==> src/hw/rtl/epd_pkg.sv <==
// ----------------------------------------------------------------------------
// epd_pkg: shared types and constants for echo pulse ranging
// Register indexes, field widths and the controller/datapath links.
// ----------------------------------------------------------------------------
`timescale 1ns / 1ps

package epd_pkg;

  localparam int CFG_IDX_WIDTH  = 2;
  localparam int CFG_DATA_WIDTH = 16;
  localparam int PULSE_WIDTH    = 16;
  localparam int SPEED_WIDTH    = 12;
  localparam int DIST_WIDTH     = 28;
  localparam int CM_WIDTH       = 8;
  localparam int DUTY_WIDTH     = 16;

  localparam logic [CFG_IDX_WIDTH-1:0] REG_COUNTER_TOP  = 2'd0;
  localparam logic [CFG_IDX_WIDTH-1:0] REG_HALF_SPEED   = 2'd1;
  localparam logic [CFG_IDX_WIDTH-1:0] REG_MAX_DISTANCE = 2'd2;
  localparam logic [CFG_IDX_WIDTH-1:0] REG_DUTY_GAIN    = 2'd3;

  localparam logic [PULSE_WIDTH-1:0] RESET_COUNTER_TOP  = 16'd65535;
  localparam logic [SPEED_WIDTH-1:0] RESET_HALF_SPEED   = 12'd1114;
  localparam logic [CM_WIDTH-1:0]    RESET_MAX_DISTANCE = 8'd30;
  localparam logic [CM_WIDTH-1:0]    RESET_DUTY_GAIN    = 8'd30;

  // Commands from the controller to the datapath
  typedef struct packed {
    logic step;      // accept one tick transaction
    logic mul_en;    // form the distance product
    logic out_load;  // load the result registers
  } epd_cmd_t;

  // Status from the datapath to the controller
  typedef struct packed {
    logic pulse_end; // the offered tick ends a pulse
  } epd_status_t;

endpackage

==> src/hw/rtl/epd_datapath.sv <==
// ----------------------------------------------------------------------------
// epd_datapath: counter, edge capture and ranging arithmetic
// Holds the configuration, the tick counter, edge state and result registers.
// ----------------------------------------------------------------------------
`timescale 1ns / 1ps

module epd_datapath #(
  parameter int COUNT_WIDTH = 16
) (
  input  logic                                clk,
  input  logic                                rst,
  input  logic                                cfg_wen,
  input  logic [epd_pkg::CFG_IDX_WIDTH-1:0]   cfg_index,
  input  logic [epd_pkg::CFG_DATA_WIDTH-1:0]  cfg_data,
  input  logic                                echo_level,
  input  epd_pkg::epd_cmd_t                   cmd,
  output epd_pkg::epd_status_t                status,
  output logic [epd_pkg::PULSE_WIDTH-1:0]     pulse_ticks,
  output logic [epd_pkg::DIST_WIDTH-1:0]      distance_q16,
  output logic                                in_range,
  output logic [epd_pkg::DUTY_WIDTH-1:0]      duty_value
);

  logic [epd_pkg::PULSE_WIDTH-1:0] counter_top;
  logic [epd_pkg::SPEED_WIDTH-1:0] half_speed_q16;
  logic [epd_pkg::CM_WIDTH-1:0]    max_distance_cm;
  logic [epd_pkg::CM_WIDTH-1:0]    duty_gain;

  logic [COUNT_WIDTH-1:0] tick_count;
  logic [COUNT_WIDTH-1:0] rise_time;
  logic                   last_level;
  logic                   waiting_fall;

  logic [epd_pkg::PULSE_WIDTH-1:0] width_reg;
  logic [epd_pkg::DIST_WIDTH-1:0]  dist_reg;

  logic [COUNT_WIDTH-1:0]          top;
  logic [COUNT_WIDTH-1:0]          width_cw;
  logic [COUNT_WIDTH-1:0]          tick_count_next;
  logic                            rise_seen;
  logic                            fall_seen;
  logic                            range_ok;
  logic [epd_pkg::CM_WIDTH-1:0]    remain_cm;
  logic [epd_pkg::DUTY_WIDTH-1:0]  duty_next;

  always_comb begin
    top       = COUNT_WIDTH'(counter_top);
    rise_seen = echo_level && !last_level && !waiting_fall;
    fall_seen = !echo_level && last_level && waiting_fall;
    if (rise_time <= tick_count) begin
      width_cw = tick_count - rise_time;
    end else begin
      width_cw = top + COUNT_WIDTH'(1) - rise_time + tick_count;
    end
    if (tick_count >= top) begin
      tick_count_next = '0;
    end else begin
      tick_count_next = tick_count + COUNT_WIDTH'(1);
    end
    status.pulse_end = fall_seen;
  end

  // Range test and duty from the registered distance
  always_comb begin
    range_ok  = dist_reg <= {4'd0, max_distance_cm, 16'd0};
    remain_cm = max_distance_cm - dist_reg[23:16];
    duty_next = range_ok ? (16'(remain_cm) * 16'(duty_gain)) : '0;
  end

  always_ff @(posedge clk) begin
    if (rst) begin
      counter_top     <= epd_pkg::RESET_COUNTER_TOP;
      half_speed_q16  <= epd_pkg::RESET_HALF_SPEED;
      max_distance_cm <= epd_pkg::RESET_MAX_DISTANCE;
      duty_gain       <= epd_pkg::RESET_DUTY_GAIN;
      tick_count      <= '0;
      rise_time       <= '0;
      last_level      <= 1'b0;
      waiting_fall    <= 1'b0;
    end else begin
      if (cfg_wen) begin
        case (cfg_index)
          epd_pkg::REG_COUNTER_TOP:  counter_top     <= cfg_data;
          epd_pkg::REG_HALF_SPEED:   half_speed_q16  <= cfg_data[epd_pkg::SPEED_WIDTH-1:0];
          epd_pkg::REG_MAX_DISTANCE: max_distance_cm <= cfg_data[epd_pkg::CM_WIDTH-1:0];
          epd_pkg::REG_DUTY_GAIN:    duty_gain       <= cfg_data[epd_pkg::CM_WIDTH-1:0];
          default: ;
        endcase
      end
      if (cmd.step) begin
        if (rise_seen) begin
          rise_time    <= tick_count;
          waiting_fall <= 1'b1;
        end else if (fall_seen) begin
          waiting_fall <= 1'b0;
        end
        last_level <= echo_level;
        tick_count <= tick_count_next;
      end
    end
  end

  // Payload registers: no reset
  always_ff @(posedge clk) begin
    if (cmd.step && fall_seen) begin
      width_reg <= epd_pkg::PULSE_WIDTH'(width_cw);
    end
    if (cmd.mul_en) begin
      dist_reg <= 28'(width_reg) * 28'(half_speed_q16);
    end
    if (cmd.out_load) begin
      pulse_ticks  <= width_reg;
      distance_q16 <= dist_reg;
      in_range     <= range_ok;
      duty_value   <= duty_next;
    end
  end

endmodule

==> src/hw/rtl/epd_controller.sv <==
// ----------------------------------------------------------------------------
// epd_controller: sequencing of tick transactions and result delivery
// Steps the datapath per tick, runs the two arithmetic steps, owns out_valid.
// ----------------------------------------------------------------------------
`timescale 1ns / 1ps

module epd_controller (
  input  logic                 clk,
  input  logic                 rst,
  input  logic                 in_valid,
  output logic                 in_ready,
  output logic                 out_valid,
  input  logic                 out_ready,
  input  epd_pkg::epd_status_t status,
  output epd_pkg::epd_cmd_t    cmd
);

  typedef enum logic [1:0] {
    ST_IDLE,
    ST_MUL,
    ST_DUTY
  } state_t;

  state_t state;
  logic   out_free;

  always_comb begin
    in_ready     = (state == ST_IDLE);
    out_free     = !out_valid || out_ready;
    cmd.step     = in_valid && in_ready;
    cmd.mul_en   = (state == ST_MUL);
    cmd.out_load = (state == ST_DUTY) && out_free;
  end

  always_ff @(posedge clk) begin
    if (rst) begin
      state     <= ST_IDLE;
      out_valid <= 1'b0;
    end else begin
      case (state)
        ST_IDLE: begin
          if (cmd.step && status.pulse_end) begin
            state <= ST_MUL;
          end
        end
        ST_MUL: begin
          state <= ST_DUTY;
        end
        ST_DUTY: begin
          if (out_free) begin
            state <= ST_IDLE;
          end
        end
        default: begin
          state <= ST_IDLE;
        end
      endcase
      if (cmd.out_load) begin
        out_valid <= 1'b1;
      end else if (out_ready) begin
        out_valid <= 1'b0;
      end
    end
  end

endmodule

==> src/hw/rtl/echo_pulse_ranging_to_duty.sv <==
// ----------------------------------------------------------------------------
// echo_pulse_ranging_to_duty: ultrasonic echo width to distance and duty
// Top level joining the controller and the datapath.
// ----------------------------------------------------------------------------
// Each input transaction is one timer tick carrying the echo pin level. A
// tick that does not end a pulse leaves the controller idle, so such ticks
// stream at one per clock. A tick whose falling edge ends a pulse holds
// in_ready low while the datapath forms the distance product, then the
// range test and duty product; the duty step stretches for as long as an
// earlier result still waits on the output. Results are held in an output
// register, so new ticks are taken while a result waits to be collected.
// Configuration writes take effect on the clock edge where cfg_wen is high.
// ----------------------------------------------------------------------------
`timescale 1ns / 1ps

module echo_pulse_ranging_to_duty #(
  parameter int COUNT_WIDTH = 16
) (
  input  logic                                clk,
  input  logic                                rst,
  input  logic                                cfg_wen,
  input  logic [epd_pkg::CFG_IDX_WIDTH-1:0]   cfg_index,
  input  logic [epd_pkg::CFG_DATA_WIDTH-1:0]  cfg_data,
  input  logic                                in_valid,
  output logic                                in_ready,
  input  logic                                echo_level,
  output logic                                out_valid,
  input  logic                                out_ready,
  output logic [epd_pkg::PULSE_WIDTH-1:0]     pulse_ticks,
  output logic [epd_pkg::DIST_WIDTH-1:0]      distance_q16,
  output logic                                in_range,
  output logic [epd_pkg::DUTY_WIDTH-1:0]      duty_value
);

  // Command and status links between control and datapath
  epd_pkg::epd_cmd_t    cmd;
  epd_pkg::epd_status_t status;

  // Sequence tick transactions, arithmetic steps and result hand-off
  epd_controller u_ctrl (
    .clk       (clk),
    .rst       (rst),
    .in_valid  (in_valid),
    .in_ready  (in_ready),
    .out_valid (out_valid),
    .out_ready (out_ready),
    .status    (status),
    .cmd       (cmd)
  );

  // Hold configuration, advance the tick counter, capture edges, compute
  epd_datapath #(
    .COUNT_WIDTH (COUNT_WIDTH)
  ) u_dp (
    .clk          (clk),
    .rst          (rst),
    .cfg_wen      (cfg_wen),
    .cfg_index    (cfg_index),
    .cfg_data     (cfg_data),
    .echo_level   (echo_level),
    .cmd          (cmd),
    .status       (status),
    .pulse_ticks  (pulse_ticks),
    .distance_q16 (distance_q16),
    .in_range     (in_range),
    .duty_value   (duty_value)
  );

endmodule

==> config.mk <==
export PLATFORM = sky130hd
export DESIGN_NAME = echo_pulse_ranging_to_duty
export DESIGN_NICKNAME = d
export VERILOG_FILES = /design/src/hw/rtl/epd_pkg.sv /design/src/hw/rtl/epd_datapath.sv /design/src/hw/rtl/epd_controller.sv /design/src/hw/rtl/echo_pulse_ranging_to_duty.sv
export SDC_FILE = /design/constraint.sdc
export NUM_CORES = 1
export LEC_CHECK = 0
export ABC_AREA = 1
export BUFFER_PORTS_ARGS = -buffer_cell sky130_fd_sc_hd__buf_4
export CAP_MARGIN = 15
export CORE_MARGIN = 3
export CORE_UTILIZATION = 30
export DETAILED_ROUTE_END_ITERATION = 7
export GPL_TIMING_DRIVEN = 0
export PLACE_DENSITY_LB_ADDON = 0.12
export SYNTH_ARGS = -nofsm -noshare
export SYNTH_HDL_FRONTEND = slang
export SYNTH_SLANG_ARGS = --single-unit
export TNS_END_PERCENT = 100
==> constraint.sdc <==
create_clock -name clk -period 5.2 [get_ports clk]
set_input_delay 0 -clock clk [delete_from_list [all_inputs] [get_ports clk]]
set_output_delay 0 -clock clk [all_outputs]
set_load 0.01 [all_outputs]
# == After elaboration in Yosys (flattened, before gate mapping) ==
# Index checks and enable logic that the tools add are counted.
# W data, S select, Z words.
# word_totals
register_bits,186
# op_classes
n_eq_ne,7
magnitude_cmp,3
add_sub_neg,6
n_mul,2
muxes,9
n_reduce_logical,23
# ops
operator,count
$add A16 B1 Y16 const B,2
$mux W16,2
$sub A16 B16 Y16,2
$le A28 B24 Y1,1
$mul A16 B12 Y28,1
$add A16 B16 Y16,1
$ge A16 B16 Y1,1
$le A16 B16 Y1,1
$mul A8 B8 Y16,1
$reduce_and A2 Y1,7
$sub A8 B8 Y8,1
$logic_and A1 B1 Y1,7
$eq A2 B2 Y1 const B,3
$pmux W2 S3,1
$eq A2 B1 Y1 const B,2
$logic_not A1 Y1,4
$logic_not A2 Y1,2
$mux W1,4
$mux W2,2
$ne A2 B1 Y1 const B,2
$reduce_bool A2 Y1,2
$logic_or A1 B1 Y1,1

# == Longest topological paths before layout ==
# depth
depth_word,6
ltp_mapped,28
ltp_nobuf,28

# == Hierarchy ==
# A second synthesis with hierarchy kept.
# hier_totals
cells_unflattened,2265
area_unflattened_um2,18152.4
# modules_own_cells
module,seq_area_each_um2,instances,cells_each,area_each_um2
epd_datapath,4714.5,1,2247,18008.5
epd_controller,60.1,1,18,143.9

# == Least setup slack after synthesis ==
# Ideal clock, no wire load.
# synth_path
path_kind,register to register
start,register u_ctrl.state[1]
end,"register u_dp.distance_q16[0] in the netlist's numbering, enable pin"
stages_incl_launch_ff,3
synth_period_minus_slack_ns,5.167
arrival_time_ns,4.612
t_required_ns,4.645
setup_ns,0.555
path_slack_ns,0.033
cell_sequence,dfxtp_1 > inv_1 > nor3_1
# synth_lines
element,line_no,source
"start, declared",epd_controller.sv:24,state_t state;
"start signal, assigned",epd_controller.sv:37,state <= ST_IDLE;
"start signal, assigned",epd_controller.sv:43,state <= ST_MUL;
"start signal, assigned",epd_controller.sv:47,state <= ST_DUTY;
"end signal, assigned",epd_datapath.sv:113,distance_q16 <= dist_reg;
"end, declared",epd_datapath.sv:19,"output logic [epd_pkg::DIST_WIDTH-1:0] distance_q16,"

# == Final worst setup path ==
# layout_path
start,register u_dp.dist_reg[16] in the netlist's numbering
end,register u_dp.duty_value[12] in the netlist's numbering (data pin)
# layout_via
elab_chain_len,2
word_cells_on_any_way,3
cone_classes,add/sub: 1; mul: 1; order compare: 1
# layout_rtl
element,line_no,source
"start, declared",epd_datapath.sv:35,logic [epd_pkg::DIST_WIDTH-1:0] dist_reg;
"start signal, assigned",epd_datapath.sv:109,dist_reg <= 28'(width_reg) * 28'(half_speed_q16);
$sub A8 B8 Y8,epd_datapath.sv:66,remain_cm = max_distance_cm - dist_reg[23:16];
$mul A8 B8 Y16,epd_datapath.sv:67,duty_next = range_ok ? (16'(remain_cm) * 16'(duty_gain)) : '0;
"end signal, assigned",epd_datapath.sv:115,duty_value <= duty_next;
"end, declared",epd_datapath.sv:21,output logic [epd_pkg::DUTY_WIDTH-1:0] duty_value
# Parallel ways exist; a longest one is shown, timed or not.
# A chain may end at the register's enable or synchronous reset.

==> flow_results.org <==
** STA
- After routing, the total negative slack on setup checks comes to 0 ps.
- For this run, the top clock speed supported by timing is 196.7 MHz.
- Clock skew on the completed layout was measured at roughly 19 ps.
- Unrepaired setup endpoints after global routing :: yes
- The tightest hold path in the finished design has a slack of 44.15 ps.
- Headroom to the max-slew limit came out at 0.4988.
- Worst slew pin tran :: 751.8 ps
- The final number of max-transition violations is 0.
- Setup Viol. Count Final :: 0
- Final Critical Period :: approximately 5000 ps
- Hold violation count in the final report :: 0
- Crit share post-route :: 0.9776
- Once routing completed, OpenROAD measured the worst setup slack at about 120 ps.

** Critical path
- Critical Path Max Stage Delay :: 540 ps
- STA classifies the critical path startpoint as a flop.
- Arr. time, crit path :: between 5000 and 6000 ps
- The startpoint identified for the worst register-to-register timing path is u_dp.dist_reg[16].
- Crit path required time :: around 5500 ps
- R2r endpoint :: u_dp.duty_value[12]
- Depth of the worst register-to-register path :: 25
- Crit path top cell by count :: sky130_fd_sc_hd__fa_1
- Path type of the worst setup path :: flop to flop
- Crit path capture type :: flop
- In this run the register-to-register setup slack is 120 ps.
- Tracing the worst setup path back leads to its startpoint at u_dp.dist_reg[16].
- Highest net fanout along the worst path :: 5
- On the critical path, the stage with the largest delay is an instance of sky130_fd_sc_hd__fa_1.

** Cells and area
- Post-layout utilization of the core :: 0.3631
- The count of cells in the finished layout, fillers not included, comes to 3,188.
- In the final design database the tool counted ~2,800 nets.
- 0 antenna diodes ended up in the layout.
- Fraction of final layout cells sized beyond drive strength 1 :: 0.1325
- Non-Filler Cell Area, Final :: approximately 22,000 um2
- Fill cell count :: approximately 6,200
- Synth-to-Final Area Change :: 18.95%

** Min path
- The worst hold path was traced through 4 stages.
- Hold Path End :: u_dp.duty_gain[3]
- Hold Startpoint :: cfg_wen
- Class of the worst hold path :: primary input to flop

** Drt
- After detailed routing, the number of vias per cell comes to 4.511.
- Average wire per cell in the routed design :: 15.95 um
- Count of TritonRoute iterations in the first routing pass :: 5
- The routed layout has around 14,000 vias.
- Summed over all layers, the routed wires come to 50,850 um.
- The first routing iteration left 787 violations.
- For this run, design rule violations remaining after detail routing come to 0.
- The count of nets left with antenna violations once routing finished came out at 0.

** Clock network
- Reg clk slew, reported paths :: 80 ps
- The tree built by TritonCTS fans out to 186 sinks.
- The clock passes through at most 2 buffers.
- The later pin in the worst-skew pair is clocked with a latency of 490 ps.
- Buffer cell driving the clock tree root :: sky130_fd_sc_hd__clkbuf_16
- Clock buffer count from CTS :: 17
- Clock tree from TritonCTS :: yes
- # H-tree levels :: 4

** Die
- CORE AREA :: 59,350 um2
- Die Area :: 63,370 um2
- Width of the die :: 251.7 um
- The initial utilization of the core area, before any placement, comes to 0.3052.
- between 80 and 90 I/O pins were placed.
- Standard-cell rows :: 89
- Height of the die :: 251.7 um

** Global route
- After global routing the overflow that remains totals 0.
- In the global route stage, overall resource usage came out at 0.1670.
- The initial antenna violation count was 1.
- Maximum number of pins on one net before global-route repair :: 29
- The number of global-route vias before repair was 14,865.
- The first global-routing pass estimated 81,970 um of wire.

** Yosys
- Synthesized netlist cell count :: 2,238
- Yosys mapped the design onto 46 distinct sky130hd cell types.
- Combined area of all synthesized cells :: 18,120 um2
- Synthesized flop and latch total :: ~190
- Of the synthesized area, sequential elements account for 0.2636.
- Post-synth net total :: 2,623
- Yosys printed 0 warnings.
- Dividing the synthesized area by the synthesized cell count gives 8.095 um2.

** Run
- Max cap viols :: 0

** Placed design
- After detailed placement, the total cell area comes to a little under 20,000 um2.
- The congestion estimate from routability-driven global placement came to 0.8586.
- Counting tap cells, the placed design contains a total of 3,103 instances.
- Placement Setup Slack :: -924.3 ps
- Hpwl dp :: 41,580 um
- Count of input and output buffers :: 85

** Power and ir drop
- Total power draw :: 7.685 mW
- Worst supply voltage drop on vdd :: 0.0002852 V
- Power per unit of standard cell area :: roughly 360 nW/um2
- Static leakage :: about 11 nW

** Run status
- Run status :: finished, final reports clean
cells in the mapped netlist (all sizes together):
cell type / instances / area share
inv: 524 / 0.11
xor2: 43 / 0.022
fa: 193 / 0.21
o31a: 1 / 0.00048
edfxtp: 105 / 0.17
a31oi: 3 / 0.0010
a21o: 6 / 0.0025
clkbuf: 53 / 0.011
o211ai: 20 / 0.0083
o21ai: 79 / 0.022
o31ai: 2 / 0.00083
nand4: 15 / 0.0064
nand2: 534 / 0.11
clkinv: 2 / 0.00048
nor3: 22 / 0.0073
or2: 4 / 0.0014
nand3: 66 / 0.018
nor2: 171 / 0.037
a21oi: 100 / 0.028
buf: 6 / 0.0030
a211oi: 1 / 0.00041
nand3b: 9 / 0.0039
o21a: 2 / 0.00083
xnor2: 12 / 0.0058
and2: 1 / 0.00035
dfxtp: 81 / 0.090
a21boi: 1 / 0.00041
nor4: 3 / 0.0010
ha: 168 / 0.12
o21bai: 11 / 0.0046
critical path: cells and delay by family (launching register included):
family / cells / cell delay (ps)
adder cells (fa/ha/maj): 7 / 2850
AO/OA/AOI/OAI: 4 / 570
flip-flops: 1 / 380
XOR/XNOR: 1 / 160
AND/OR/NAND/NOR: 9 / 580
buffers and inverters: 4 / 300
placed cells by master (no fill, tap or decap), drive strengths merged, types with 66 or more instances in the layout:
cell    count
a21oi     100
fa        193
o21ai      79
inv       527
buf       152
nand3      66
edfxtp    105
ha        168
nor2      171
dfxtp      81
nand2     534
area by class of cell:
class                   instances  area, um2  share of cell area
multi-input cells            1467      11570              0.5370
well taps                     773      967.2             0.04488
plain buffers                  43      346.6             0.01608
flip-flops and latches        186       4808              0.2231
clock inverters                 8      58.81            0.002729
repair buffers                161       1318             0.06114
clock buffers                  24      504.2             0.02340
inverters                     526       1976             0.09168
worst max-delay path by stage:
stage,end,slack [ps]
finish,u_dp.duty_value[12],120
detailed placement,u_dp.dist_reg[17],-920
floorplan,u_dp.distance_q16[0],30
global placement,u_dp.distance_q16[26],-3070
CTS,u_dp.dist_reg[19],8
global route,u_dp.duty_value[14],-110
report_power, final:
part / switching (mW) / total [mW] / leakage, nW / internal, mW
Sequential: 0.0409 / 1.75 / 1.62 / 1.70
Combinational: 2.86 / 4.61 / 9.14 / 1.75
Clock: 0.642 / 1.33 / 0.281 / 0.686
kinds of logic (layout without fill, tap and decap cells):
kind of cell               after synthesis  count (layout)  share of synthesized area
buffers and inverters                  585             762                     0.1231
DFF                                    186             186                     0.2636
AOI/OAI and AO/OA                      226             226                    0.06941
adders and majority gates              361             361                     0.3293
and+or+nand+nor                        825             825                     0.1872
xor gates and xnor gates                55              55                    0.02742
metal layers:
| metal | share of wire | global-route usage |
|---|---|---|
| met5 | 0 | 0 |
| met3 | 0.035 | 0.02917 |
| met2 | 0.48 | 0.2812 |
| met1 | 0.47 | 0.2233 |
| met4 | 0.018 | 0.04210 |
timing repair:
action,in CTS,in global routing
hold buffers,25,0
gates resized for setup,103,100
endpoints found under the setup margin,25,22
pin swaps,6,28
buffers inserted,19,24
endpoints found under the hold margin,55,0
Power figures use the tool's default switching activity.
